<file path="src/hw/rtl/mmcal_pkg.sv">
// Shared types and constants for the magnetometer min/max calibrator.
package mmcal_pkg;

    localparam int AXES    = 3;
    localparam int RAW_W   = 16;
    localparam int SUM_W   = RAW_W + 1;
    localparam int RANGE_W = 16;
    localparam int OUT_W   = 32;
    localparam int CMD_W   = 2;

    typedef logic signed [RAW_W-1:0] raw_t;
    typedef logic signed [SUM_W-1:0] sum_t;
    typedef logic [RANGE_W-1:0]      range_t;
    typedef logic signed [OUT_W-1:0] corr_t;
    typedef logic [CMD_W-1:0]        cmd_t;

    localparam cmd_t CMD_SAMPLE = 2'd0;
    localparam cmd_t CMD_START  = 2'd1;
    localparam cmd_t CMD_FINISH = 2'd2;

    localparam raw_t   MIN_RESET   = 16'sh7FFF;
    localparam raw_t   MAX_RESET   = -16'sh8000;
    localparam range_t RANGE_RESET = 16'd2;
    localparam range_t LIMIT_RESET = 16'd10;

    typedef enum logic [1:0] {
        ST_IDLE,
        ST_DIV,
        ST_DONE
    } state_t;

    // How the corrected fields of a result are formed.
    typedef enum logic [1:0] {
        KIND_ZERO,
        KIND_RAW,
        KIND_CORR
    } kind_t;

endpackage

</file>
<file path="src/hw/rtl/mmcal_item_if.sv">
// Input channel: command and raw three-axis sample.
interface mmcal_item_if;
    logic              valid;
    logic              ready;
    mmcal_pkg::cmd_t   cmd;
    mmcal_pkg::raw_t   raw_x;
    mmcal_pkg::raw_t   raw_y;
    mmcal_pkg::raw_t   raw_z;

    modport source (output valid, output cmd, output raw_x, output raw_y, output raw_z,
                    input ready);
    modport sink   (input valid, input cmd, input raw_x, input raw_y, input raw_z,
                    output ready);
endinterface

</file>
<file path="src/hw/rtl/mmcal_result_if.sv">
// Output channel: corrected sample and calibration flags.
interface mmcal_result_if;
    logic             valid;
    logic             ready;
    mmcal_pkg::corr_t corrected_x;
    mmcal_pkg::corr_t corrected_y;
    mmcal_pkg::corr_t corrected_z;
    logic             new_extreme;
    logic             calibrating;
    logic             cal_failed;

    modport source (output valid, output corrected_x, output corrected_y, output corrected_z,
                    output new_extreme, output calibrating, output cal_failed,
                    input ready);
    modport sink   (input valid, input corrected_x, input corrected_y, input corrected_z,
                    input new_extreme, input calibrating, input cal_failed,
                    output ready);
endinterface

</file>
<file path="src/hw/rtl/mmcal_div.sv">
// Bit-serial restoring divider: one quotient bit per cycle, unsigned.
module mmcal_div #(
    parameter int DIVD_W = 29
) (
    input  logic                      clk,
    input  logic                      rst_n,
    input  logic                      start,
    input  logic [DIVD_W-1:0]         dividend,
    input  mmcal_pkg::range_t         divisor,
    output logic                      busy,
    output logic [DIVD_W-1:0]         quotient
);

    localparam int CNT_W = $clog2(DIVD_W + 1);

    logic [CNT_W-1:0]                     cnt_reg, cnt_next;
    logic [DIVD_W-1:0]                    dq_reg, dq_next;
    mmcal_pkg::range_t                    rem_reg, rem_next;
    mmcal_pkg::range_t                    dvs_reg, dvs_next;
    logic [mmcal_pkg::RANGE_W:0]          trial;
    logic [mmcal_pkg::RANGE_W:0]          trial_sub;
    logic                                 fits;

    // Bring down the next dividend bit and try the subtract.
    assign trial     = {rem_reg, dq_reg[DIVD_W-1]};
    assign trial_sub = trial - {1'b0, dvs_reg};
    assign fits      = trial >= {1'b0, dvs_reg};

    always_comb
    begin
        cnt_next = cnt_reg;
        dq_next  = dq_reg;
        rem_next = rem_reg;
        dvs_next = dvs_reg;
        if (start)
        begin
            cnt_next = CNT_W'(DIVD_W);
            dq_next  = dividend;
            rem_next = '0;
            dvs_next = divisor;
        end
        else if (cnt_reg != '0)
        begin
            cnt_next = cnt_reg - 1'b1;
            dq_next  = {dq_reg[DIVD_W-2:0], fits};
            rem_next = fits ? trial_sub[mmcal_pkg::RANGE_W-1:0]
                            : trial[mmcal_pkg::RANGE_W-1:0];
        end
    end

    always_ff @(posedge clk or negedge rst_n)
    begin
        if (!rst_n)
        begin
            cnt_reg <= '0;
        end
        else
        begin
            cnt_reg <= cnt_next;
        end
    end

    always_ff @(posedge clk)
    begin
        dq_reg  <= dq_next;
        rem_reg <= rem_next;
        dvs_reg <= dvs_next;
    end

    assign busy     = (cnt_reg != '0);
    assign quotient = dq_reg;

endmodule

</file>
<file path="src/hw/rtl/magnetometer_min_max_calibrator.sv">
// Top level: hard-iron min/max calibration and per-axis correction of magnetometer samples.
//
//   channel    dir   handshake        beat contents
//   item       in    valid/ready      cmd, raw_x, raw_y, raw_z
//   result     out   valid/ready      corrected_x/y/z, new_extreme, calibrating, cal_failed
//   cfg        in    cfg_we           cfg_wdata -> stability limit
//
// Commands, and samples taken while calibrating, pass from the idle state to the done state.
// A sample outside calibration also passes through the divide state, whose length is
// set by the three bit-serial dividers that run side by side, one quotient bit a cycle.
// One item is in flight at a time; the next is taken while the last result waits in the
// output register, and a stalled result holds the block in its done state.
// Reset restores the limit, extremes, offsets and scales at once; there is no clearing pass.
module magnetometer_min_max_calibrator #(
    parameter int FRAC_BITS = 12
) (
    input  logic                     clk,
    input  logic                     rst_n,
    mmcal_item_if.sink               item,
    mmcal_result_if.source           result,
    input  logic                     cfg_we,
    input  mmcal_pkg::range_t        cfg_wdata
);

    localparam int AX    = mmcal_pkg::AXES;
    localparam int MAG_W = mmcal_pkg::SUM_W + FRAC_BITS;
    localparam int QX_W  = (MAG_W > mmcal_pkg::OUT_W) ? MAG_W : mmcal_pkg::OUT_W;

    mmcal_pkg::state_t   state_reg, state_next;
    mmcal_pkg::kind_t    kind_reg, kind_next;
    logic                cal_active_reg, cal_active_next;
    logic                ext_reg, ext_next;
    logic                fail_reg, fail_next;
    mmcal_pkg::range_t   limit_reg, limit_next;

    mmcal_pkg::raw_t     last_reg [AX];
    mmcal_pkg::raw_t     last_next [AX];
    mmcal_pkg::raw_t     min_reg [AX];
    mmcal_pkg::raw_t     min_next [AX];
    mmcal_pkg::raw_t     max_reg [AX];
    mmcal_pkg::raw_t     max_next [AX];
    mmcal_pkg::sum_t     sum_reg [AX];
    mmcal_pkg::sum_t     sum_next [AX];
    mmcal_pkg::range_t   range_reg [AX];
    mmcal_pkg::range_t   range_next [AX];

    mmcal_pkg::raw_t     raw_in [AX];
    mmcal_pkg::raw_t     raw_hold_reg [AX];
    logic                neg_reg [AX];
    logic                zero_reg [AX];

    mmcal_pkg::corr_t    corr_reg [AX];
    mmcal_pkg::corr_t    corr_calc [AX];
    logic                res_valid_reg;
    logic                ext_out_reg;
    logic                cal_out_reg;
    logic                fail_out_reg;

    logic signed [mmcal_pkg::SUM_W-1:0]  delta [AX];
    logic [mmcal_pkg::SUM_W-1:0]         delta_mag [AX];
    logic [AX-1:0]                       near;
    logic signed [mmcal_pkg::SUM_W-1:0]  span [AX];
    logic signed [mmcal_pkg::SUM_W-1:0]  psum [AX];
    logic [AX-1:0]                       span_ok;
    logic signed [mmcal_pkg::SUM_W:0]    num [AX];
    logic [mmcal_pkg::SUM_W-1:0]         num_mag [AX];
    logic [MAG_W-1:0]                    dividend [AX];
    logic [MAG_W-1:0]                    div_q [AX];
    logic [QX_W-1:0]                     qx [AX];
    logic [AX-1:0]                       div_busy;

    logic                accept;
    logic                div_start;
    logic                load_res;
    logic                steady;
    logic                fail_now;

    assign raw_in[0] = item.raw_x;
    assign raw_in[1] = item.raw_y;
    assign raw_in[2] = item.raw_z;

    assign item.ready = (state_reg == mmcal_pkg::ST_IDLE);
    assign accept     = item.valid && item.ready;

    // Per-axis datapath: stability check, extremes, and the correction numerator.
    always_comb
    begin
        for (int i = 0; i < AX; i++)
        begin
            delta[i]     = {raw_in[i][mmcal_pkg::RAW_W-1], raw_in[i]}
                         - {last_reg[i][mmcal_pkg::RAW_W-1], last_reg[i]};
            delta_mag[i] = delta[i][mmcal_pkg::SUM_W-1] ? mmcal_pkg::SUM_W'(-delta[i])
                                                        : mmcal_pkg::SUM_W'(delta[i]);
            near[i]      = delta_mag[i] < {1'b0, limit_reg};
            span[i]      = {max_reg[i][mmcal_pkg::RAW_W-1], max_reg[i]}
                         - {min_reg[i][mmcal_pkg::RAW_W-1], min_reg[i]};
            psum[i]      = {max_reg[i][mmcal_pkg::RAW_W-1], max_reg[i]}
                         + {min_reg[i][mmcal_pkg::RAW_W-1], min_reg[i]};
            span_ok[i]   = !span[i][mmcal_pkg::SUM_W-1] && (span[i] != '0);
            num[i]       = {raw_in[i][mmcal_pkg::RAW_W-1], raw_in[i], 1'b0}
                         - {sum_reg[i][mmcal_pkg::SUM_W-1], sum_reg[i]};
            num_mag[i]   = num[i][mmcal_pkg::SUM_W] ? mmcal_pkg::SUM_W'(-num[i])
                                                    : mmcal_pkg::SUM_W'(num[i]);
            dividend[i]  = MAG_W'(num_mag[i]) << FRAC_BITS;
        end
    end

    assign steady   = &near;
    assign fail_now = !(&span_ok);

    always_comb
    begin
        state_next      = state_reg;
        kind_next       = kind_reg;
        cal_active_next = cal_active_reg;
        ext_next        = ext_reg;
        fail_next       = fail_reg;
        limit_next      = limit_reg;
        last_next       = last_reg;
        min_next        = min_reg;
        max_next        = max_reg;
        sum_next        = sum_reg;
        range_next      = range_reg;
        div_start       = 1'b0;
        load_res        = 1'b0;

        if (cfg_we)
        begin
            limit_next = cfg_wdata;
        end

        unique case (state_reg)
            mmcal_pkg::ST_IDLE:
            begin
                if (item.valid)
                begin
                    kind_next  = mmcal_pkg::KIND_ZERO;
                    ext_next   = 1'b0;
                    fail_next  = 1'b0;
                    state_next = mmcal_pkg::ST_DONE;
                    unique case (item.cmd)
                        mmcal_pkg::CMD_SAMPLE:
                        begin
                            last_next = raw_in;
                            if (cal_active_reg)
                            begin
                                kind_next = mmcal_pkg::KIND_RAW;
                                if (steady)
                                begin
                                    for (int i = 0; i < AX; i++)
                                    begin
                                        if (raw_in[i] < min_reg[i])
                                        begin
                                            min_next[i] = raw_in[i];
                                            ext_next    = 1'b1;
                                        end
                                        if (raw_in[i] > max_reg[i])
                                        begin
                                            max_next[i] = raw_in[i];
                                            ext_next    = 1'b1;
                                        end
                                    end
                                end
                            end
                            else
                            begin
                                kind_next  = mmcal_pkg::KIND_CORR;
                                div_start  = 1'b1;
                                state_next = mmcal_pkg::ST_DIV;
                            end
                        end
                        mmcal_pkg::CMD_START:
                        begin
                            cal_active_next = 1'b1;
                            for (int i = 0; i < AX; i++)
                            begin
                                min_next[i] = mmcal_pkg::MIN_RESET;
                                max_next[i] = mmcal_pkg::MAX_RESET;
                            end
                        end
                        mmcal_pkg::CMD_FINISH:
                        begin
                            // Finish outside calibration leaves the offsets and scales unchanged.
                            if (cal_active_reg)
                            begin
                                cal_active_next = 1'b0;
                                fail_next       = fail_now;
                                for (int i = 0; i < AX; i++)
                                begin
                                    sum_next[i]   = fail_now ? '0 : psum[i];
                                    range_next[i] = fail_now ? mmcal_pkg::RANGE_RESET
                                                             : span[i][mmcal_pkg::RANGE_W-1:0];
                                end
                            end
                        end
                        default:
                        begin
                        end
                    endcase
                end
            end
            mmcal_pkg::ST_DIV:
            begin
                if (!(|div_busy))
                begin
                    state_next = mmcal_pkg::ST_DONE;
                end
            end
            mmcal_pkg::ST_DONE:
            begin
                if (!res_valid_reg || result.ready)
                begin
                    load_res   = 1'b1;
                    state_next = mmcal_pkg::ST_IDLE;
                end
            end
            default:
            begin
                state_next = mmcal_pkg::ST_IDLE;
            end
        endcase
    end

    for (genvar g = 0; g < AX; g++)
    begin : g_div
        mmcal_div #(
            .DIVD_W (MAG_W)
        ) u_div (
            .clk      (clk),
            .rst_n    (rst_n),
            .start    (div_start),
            .dividend (dividend[g]),
            .divisor  (range_reg[g]),
            .busy     (div_busy[g]),
            .quotient (div_q[g])
        );
    end

    // Form the result fields; saturate the signed quotient to 32 bits.
    always_comb
    begin
        for (int i = 0; i < AX; i++)
        begin
            qx[i] = QX_W'(div_q[i]);
            case (kind_reg)
                mmcal_pkg::KIND_RAW:
                    corr_calc[i] = mmcal_pkg::OUT_W'(raw_hold_reg[i]) <<< FRAC_BITS;
                mmcal_pkg::KIND_CORR:
                begin
                    if (zero_reg[i])
                        corr_calc[i] = '0;
                    else if (neg_reg[i])
                        corr_calc[i] = (qx[i] > QX_W'(33'h0_8000_0000))
                                     ? 32'sh8000_0000 : mmcal_pkg::OUT_W'(-qx[i]);
                    else
                        corr_calc[i] = (qx[i] > QX_W'(32'h7FFF_FFFF))
                                     ? 32'sh7FFF_FFFF : mmcal_pkg::OUT_W'(qx[i]);
                end
                default:
                    corr_calc[i] = '0;
            endcase
        end
    end

    always_ff @(posedge clk or negedge rst_n)
    begin
        if (!rst_n)
        begin
            state_reg      <= mmcal_pkg::ST_IDLE;
            kind_reg       <= mmcal_pkg::KIND_ZERO;
            cal_active_reg <= 1'b0;
            ext_reg        <= 1'b0;
            fail_reg       <= 1'b0;
            limit_reg      <= mmcal_pkg::LIMIT_RESET;
            res_valid_reg  <= 1'b0;
            for (int i = 0; i < AX; i++)
            begin
                last_reg[i]  <= '0;
                min_reg[i]   <= mmcal_pkg::MIN_RESET;
                max_reg[i]   <= mmcal_pkg::MAX_RESET;
                sum_reg[i]   <= '0;
                range_reg[i] <= mmcal_pkg::RANGE_RESET;
            end
        end
        else
        begin
            state_reg      <= state_next;
            kind_reg       <= kind_next;
            cal_active_reg <= cal_active_next;
            ext_reg        <= ext_next;
            fail_reg       <= fail_next;
            limit_reg      <= limit_next;
            last_reg       <= last_next;
            min_reg        <= min_next;
            max_reg        <= max_next;
            sum_reg        <= sum_next;
            range_reg      <= range_next;
            if (load_res)
                res_valid_reg <= 1'b1;
            else if (result.ready)
                res_valid_reg <= 1'b0;
        end
    end

    always_ff @(posedge clk)
    begin
        if (accept)
        begin
            for (int i = 0; i < AX; i++)
            begin
                raw_hold_reg[i] <= raw_in[i];
                neg_reg[i]      <= num[i][mmcal_pkg::SUM_W];
                zero_reg[i]     <= (range_reg[i] == '0);
            end
        end
        if (load_res)
        begin
            corr_reg     <= corr_calc;
            ext_out_reg  <= ext_reg;
            cal_out_reg  <= cal_active_reg;
            fail_out_reg <= fail_reg;
        end
    end

    assign result.valid       = res_valid_reg;
    assign result.corrected_x = corr_reg[0];
    assign result.corrected_y = corr_reg[1];
    assign result.corrected_z = corr_reg[2];
    assign result.new_extreme = ext_out_reg;
    assign result.calibrating = cal_out_reg;
    assign result.cal_failed  = fail_out_reg;

`ifndef NO_ASSERTIONS
    a_div_only_in_div: assert property (@(posedge clk) disable iff (!rst_n)
        (state_reg != mmcal_pkg::ST_DIV) |-> !(|div_busy))
        else $error("divider busy outside the divide state");

    a_div_launch: assert property (@(posedge clk) disable iff (!rst_n)
        div_start |=> (state_reg == mmcal_pkg::ST_DIV) && (&div_busy))
        else $error("correction sample did not start all dividers");

    a_fail_ends_cal: assert property (@(posedge clk) disable iff (!rst_n)
        (result.valid && result.cal_failed) |-> (!result.calibrating && !result.new_extreme))
        else $error("failed finish reported while calibrating");

    a_extreme_in_cal: assert property (@(posedge clk) disable iff (!rst_n)
        (result.valid && result.new_extreme) |-> result.calibrating)
        else $error("new extreme reported outside calibration");

    a_range_nonzero: assert property (@(posedge clk) disable iff (!rst_n)
        (range_reg[0] != '0) && (range_reg[1] != '0) && (range_reg[2] != '0))
        else $error("axis scale became zero");
`endif

endmodule
</file>
<file path="src/flat_wrapper.sv">
// flat-port wrapper written by rule: the top's interface ports become plain ports
module magnetometer_min_max_calibrator_flat 
#(
    parameter int FRAC_BITS = 12
)
  (clk, rst_n, cfg_we, cfg_wdata, item_valid, item_cmd, item_raw_x, item_raw_y, item_raw_z, item_ready, result_valid, result_corrected_x, result_corrected_y, result_corrected_z, result_new_extreme, result_calibrating, result_cal_failed, result_ready);
  mmcal_item_if item_i ();
  mmcal_result_if result_i ();
  input  logic clk;
  input  logic rst_n;
  input  logic cfg_we;
  input  mmcal_pkg::range_t cfg_wdata;
  input wire logic [$bits(item_i.valid)-1:0] item_valid;
  input wire logic [$bits(item_i.cmd)-1:0] item_cmd;
  input wire logic [$bits(item_i.raw_x)-1:0] item_raw_x;
  input wire logic [$bits(item_i.raw_y)-1:0] item_raw_y;
  input wire logic [$bits(item_i.raw_z)-1:0] item_raw_z;
  output wire logic [$bits(item_i.ready)-1:0] item_ready;
  output wire logic [$bits(result_i.valid)-1:0] result_valid;
  output wire logic [$bits(result_i.corrected_x)-1:0] result_corrected_x;
  output wire logic [$bits(result_i.corrected_y)-1:0] result_corrected_y;
  output wire logic [$bits(result_i.corrected_z)-1:0] result_corrected_z;
  output wire logic [$bits(result_i.new_extreme)-1:0] result_new_extreme;
  output wire logic [$bits(result_i.calibrating)-1:0] result_calibrating;
  output wire logic [$bits(result_i.cal_failed)-1:0] result_cal_failed;
  input wire logic [$bits(result_i.ready)-1:0] result_ready;
  assign item_i.valid = item_valid;
  assign item_i.cmd = item_cmd;
  assign item_i.raw_x = item_raw_x;
  assign item_i.raw_y = item_raw_y;
  assign item_i.raw_z = item_raw_z;
  assign item_ready = item_i.ready;
  assign result_valid = result_i.valid;
  assign result_corrected_x = result_i.corrected_x;
  assign result_corrected_y = result_i.corrected_y;
  assign result_corrected_z = result_i.corrected_z;
  assign result_new_extreme = result_i.new_extreme;
  assign result_calibrating = result_i.calibrating;
  assign result_cal_failed = result_i.cal_failed;
  assign result_i.ready = result_ready;
  magnetometer_min_max_calibrator #(.FRAC_BITS(FRAC_BITS)) u_core (.clk(clk), .rst_n(rst_n), .item(item_i), .result(result_i), .cfg_we(cfg_we), .cfg_wdata(cfg_wdata));
endmodule
</file>
<file path="config.mk">
export PLATFORM = sky130hd
export DESIGN_NAME = magnetometer_min_max_calibrator_flat
export DESIGN_NICKNAME = d
export VERILOG_FILES = /design/src/hw/rtl/mmcal_pkg.sv /design/src/hw/rtl/mmcal_item_if.sv /design/src/hw/rtl/mmcal_result_if.sv /design/src/hw/rtl/mmcal_div.sv /design/src/hw/rtl/magnetometer_min_max_calibrator.sv /design/src/flat_wrapper.sv
export SDC_FILE = /design/constraint.sdc
export NUM_CORES = 2
export LEC_CHECK = 0
export BUFFER_PORTS_ARGS = -buffer_cell sky130_fd_sc_hd__buf_4
export CAP_MARGIN = 25
export CELL_PAD_IN_SITES_DETAIL_PLACEMENT = 2
export CELL_PAD_IN_SITES_GLOBAL_PLACEMENT = 2
export CORE_MARGIN = 5
export CORE_UTILIZATION = 44
export DETAILED_ROUTE_END_ITERATION = 16
export HOLD_SLACK_MARGIN = 0.1
export PLACE_DENSITY = 0.88
export SYNTH_ARGS = -nofsm -noshare
export SYNTH_HDL_FRONTEND = slang
export SYNTH_HIERARCHICAL = 1
export SYNTH_SLANG_ARGS = --single-unit
</file>
<file path="constraint.sdc">
create_clock -name clk -period 11.85 [get_ports clk]
set_clock_uncertainty 0.15 [all_clocks]
set_input_delay 2.37 -clock clk [delete_from_list [all_inputs] [get_ports clk]]
set_output_delay 2.37 -clock clk [all_outputs]
set_load 0.02 [all_outputs]
</file>
==> results.toml <==
[clock_tree]
cts_tree = "built"
clock-sinks = 615
htreeDepth = 3
postCtsHoldBufs = 0
clkTransAtPathRegs_ns = 0.06
postCtsSetupRepairBufs = 0
cts_made_buffers = 75
root_buffer = "clkbuf_16"
cts_resized = 0
clk_latency_ns = 0.69
clockBufferDepth = 3

[layout]
mostFrequentLayoutCell = "ha_1"
syn2layout_area_growth_pct = 12.7
final_cell_area_sq_mm = 0.0470
layout-drive-gt1-share_pct = 11.9
nFillCells = 9628
largest_reg_flops = 87
nets = 4936
final_cell_mix = "ha_1 (396), inv_1 (370), nor2_1 (331)"

[worst_setup_path]
critPathKind = "primary input to flip-flop"
crit_path_start_kind = "primary input"
worstPathArrival_ns = 9.85
r2r_slack_ns = 4.15
cp.required_ns = 12.29
ff2ff_path_depth = 24
r2r_start = "u_core/last_reg[0]$_DFFE_PN0P_"
r2r_end = "u_core/max_reg[34]$_DFFE_PN0P_"
cp_max_fo = 9
end_kind = "flip-flop"

[run]
maxCapViolCount = 0

[timing]
max_freq_mhz = 106
grt_setup_unrepaired = "false"
min_period_over_period_pct = 79.4
fin_tns_setup_ns = 0
setup_viol = 0
period_minus_slack_ns = 9.41
finalHoldViolCount = 0
slew_viol_final = 0
max_slew_margin_pct = 27.5
worst_pin_slew_ns = 1.08

[floorplanning]
start_util_pct = 44.1
io_pins = 172
fp.dieArea_sq_mm = 0.101
die_w_microns = 318
rows = 113
coreArea_sq_mm = 0.0946
dieHeight_microns = 318

[place]
dp_hpwl_microns = 115000
place_area_sq_mm = 0.0443
place_congestion = 0.825
port_buffers = 171

[worst_hold_path]
whs_path_depth = 0
min_from = "u_core/range_reg[41]$_DFFE_PN0P_"
hold_path.class = "flip-flop to flip-flop"
min_to = "u_core/g_div[0].u_div/dvs_reg[9]$_DFFE_PP_"

[drt]
wl_per_cell_microns = 34.4
drc = 0
ant_nets = 0
first_pass_iters = 6
drt_iter0_drc = 4205
routed_via_density = 6.82
vias = 39500
wirelength_microns = 199000

[global_route]
grt_pass1_wl_microns = 277000
grt_max_degree = 91
grt_pass1_vias = 42400
grt_use_total_pct = 34.8
antenna_found_initial = 6
overflow = 0

[synth]
synth_area_leaders = "edfxtp_1 (21%), dfrtp_1 (14%), ha_1 (12%), xnor2_1 (4.9%), dfstp_2 (3.3%)"
syn-cell-area_sq_mm = 0.0417
seq_area_frac_synth_pct = 39.9
ys_seq_elements = 615
yosys_warnings = 6
synth_cells = 4284
synth_top_area_share_pct = 20.7
ys.flop_type = "edfxtp_1"
synth_edf_count = 288
yosysUniqueCellTypes = 104
yosysTopAreaCell = "edfxtp_1"
avgSynthCellArea_sq_um = 9.74
async_flop_share_pct = 45.4

[pwr]
pwr_density_cell_mw_per_mm2 = 348
leakage_nw = 19.7
irDropWorstVdd_v = 0.000156
total_power_mw = 16.4

[outcome]
status = "finished, final reports clean"
[Yosys cell counts (61+ instances only)]
master	instances
a21o_1	76
a21oi_1	214
o21a_1	69
xnor2_1	233
mux2_2	85
xor2_1	96
a211oi_1	69
edfxtp_1	288
nor2b_1	62
nand2b_1	61
ha_1	398
nand2_1	257
nor2_1	333
nor3_1	104
dfrtp_1	226
inv_1	370
clkbuf_1	119
o21ai_0	224
a22o_1	83
[logic make-up after synthesis]
group | after synthesis | synth area share (%)
AOI/OAI and AO/OA | 1193 | 19.7
and+or+nand+nor | 1108 | 13.1
DFF | 615 | 39.9
buffers and inverters | 522 | 4.94
adders and majority gates | 413 | 12.7
xor gates and xnor gates | 329 | 6.91
muxes | 103 | 2.74
other | 1 | 0.00899
[where the power goes]
group	leakage (nW)	switching, mW	internal, mW
logic	11.8	6.23	3.46
clock network	1.21	1.12	1.36
registers	6.76	0.941	3.26
total	19.7	8.29	8.08
[layout make-up]
cell class                 instances  area (sq um)  area share, %
multi-input combinational       3182         23200           49.4
clock buffer                      93          2010           4.27
timing repair buffer             203          1620           3.45
clock inverter                    46           508           1.08
sequential                       615         16700           35.4
antenna                            7          17.5         0.0373
tap                             1265          1580           3.37
inverter                         375          1410           3.00
[how the worst max path moves through the flow]
stage / start / to / cells after the start
after global placement: item_raw_z[0] / u_core/max_reg[34]$_DFFE_PN0P_ / 25
after floorplan: item_raw_z[0] / u_core/min_reg[10]$_DFFE_PN1P_ / 26
after CTS: item_raw_z[0] / u_core/max_reg[45]$_DFFE_PN0P_ / 25
after detailed placement: item_raw_z[0] / u_core/max_reg[36]$_DFFE_PN0P_ / 25
after global routing: item_raw_z[0] / u_core/max_reg[34]$_DFFE_PN0P_ / 26
final: item_raw_z[0] / u_core/max_reg[34]$_DFFE_PN0P_ / 26
[stage by stage]
step	instances	hold slack, ns	setup slack (ns)	util, %
after floorplan	4319	0.273	3.95	-
after global placement	5633	0.294	2.69	46.9
after detailed placement	5634	0.282	2.08	46.9
after CTS	5773	0.337	2.51	49.5
after global routing	5782	0.364	2.22	49.7
final	5786	0.361	2.44	49.7
[critical path: stages]
cell and delay [ns]:
buf_4 0.14, inv_1 0.21, ha_1 0.25, inv_1 0.09
fa_1 0.50, a211oi_1 0.38, o21bai_1 0.14, a31oi_1 0.50
o221ai_1 0.22, a21oi_1 0.32, nor2b_1 0.12, o22ai_1 0.55
o41ai_1 0.23, xnor2_1 0.18, ha_1 0.20, nor4_1 0.33
o21ai_0 0.16, a211oi_1 0.31, o221a_2 0.25, nand4_1 0.11
a31o_2 0.28, a41o_1 0.29, or4b_4 0.61, nor2b_1 0.55
buf_4 0.32, a22o_1 0.22
[routing by layer]
layer  global-route usage (%)  vias to the layer above  routed length, microns
met5                        0                        -                      13
met4                     17.0                        2                   14200
met3                     6.76                      939                   15600
met2                     60.0                     2521                   94900
met1                     41.8                    20100                   74500
li1                         -                    15900                       -
Power figures use the tool's default switching activity.
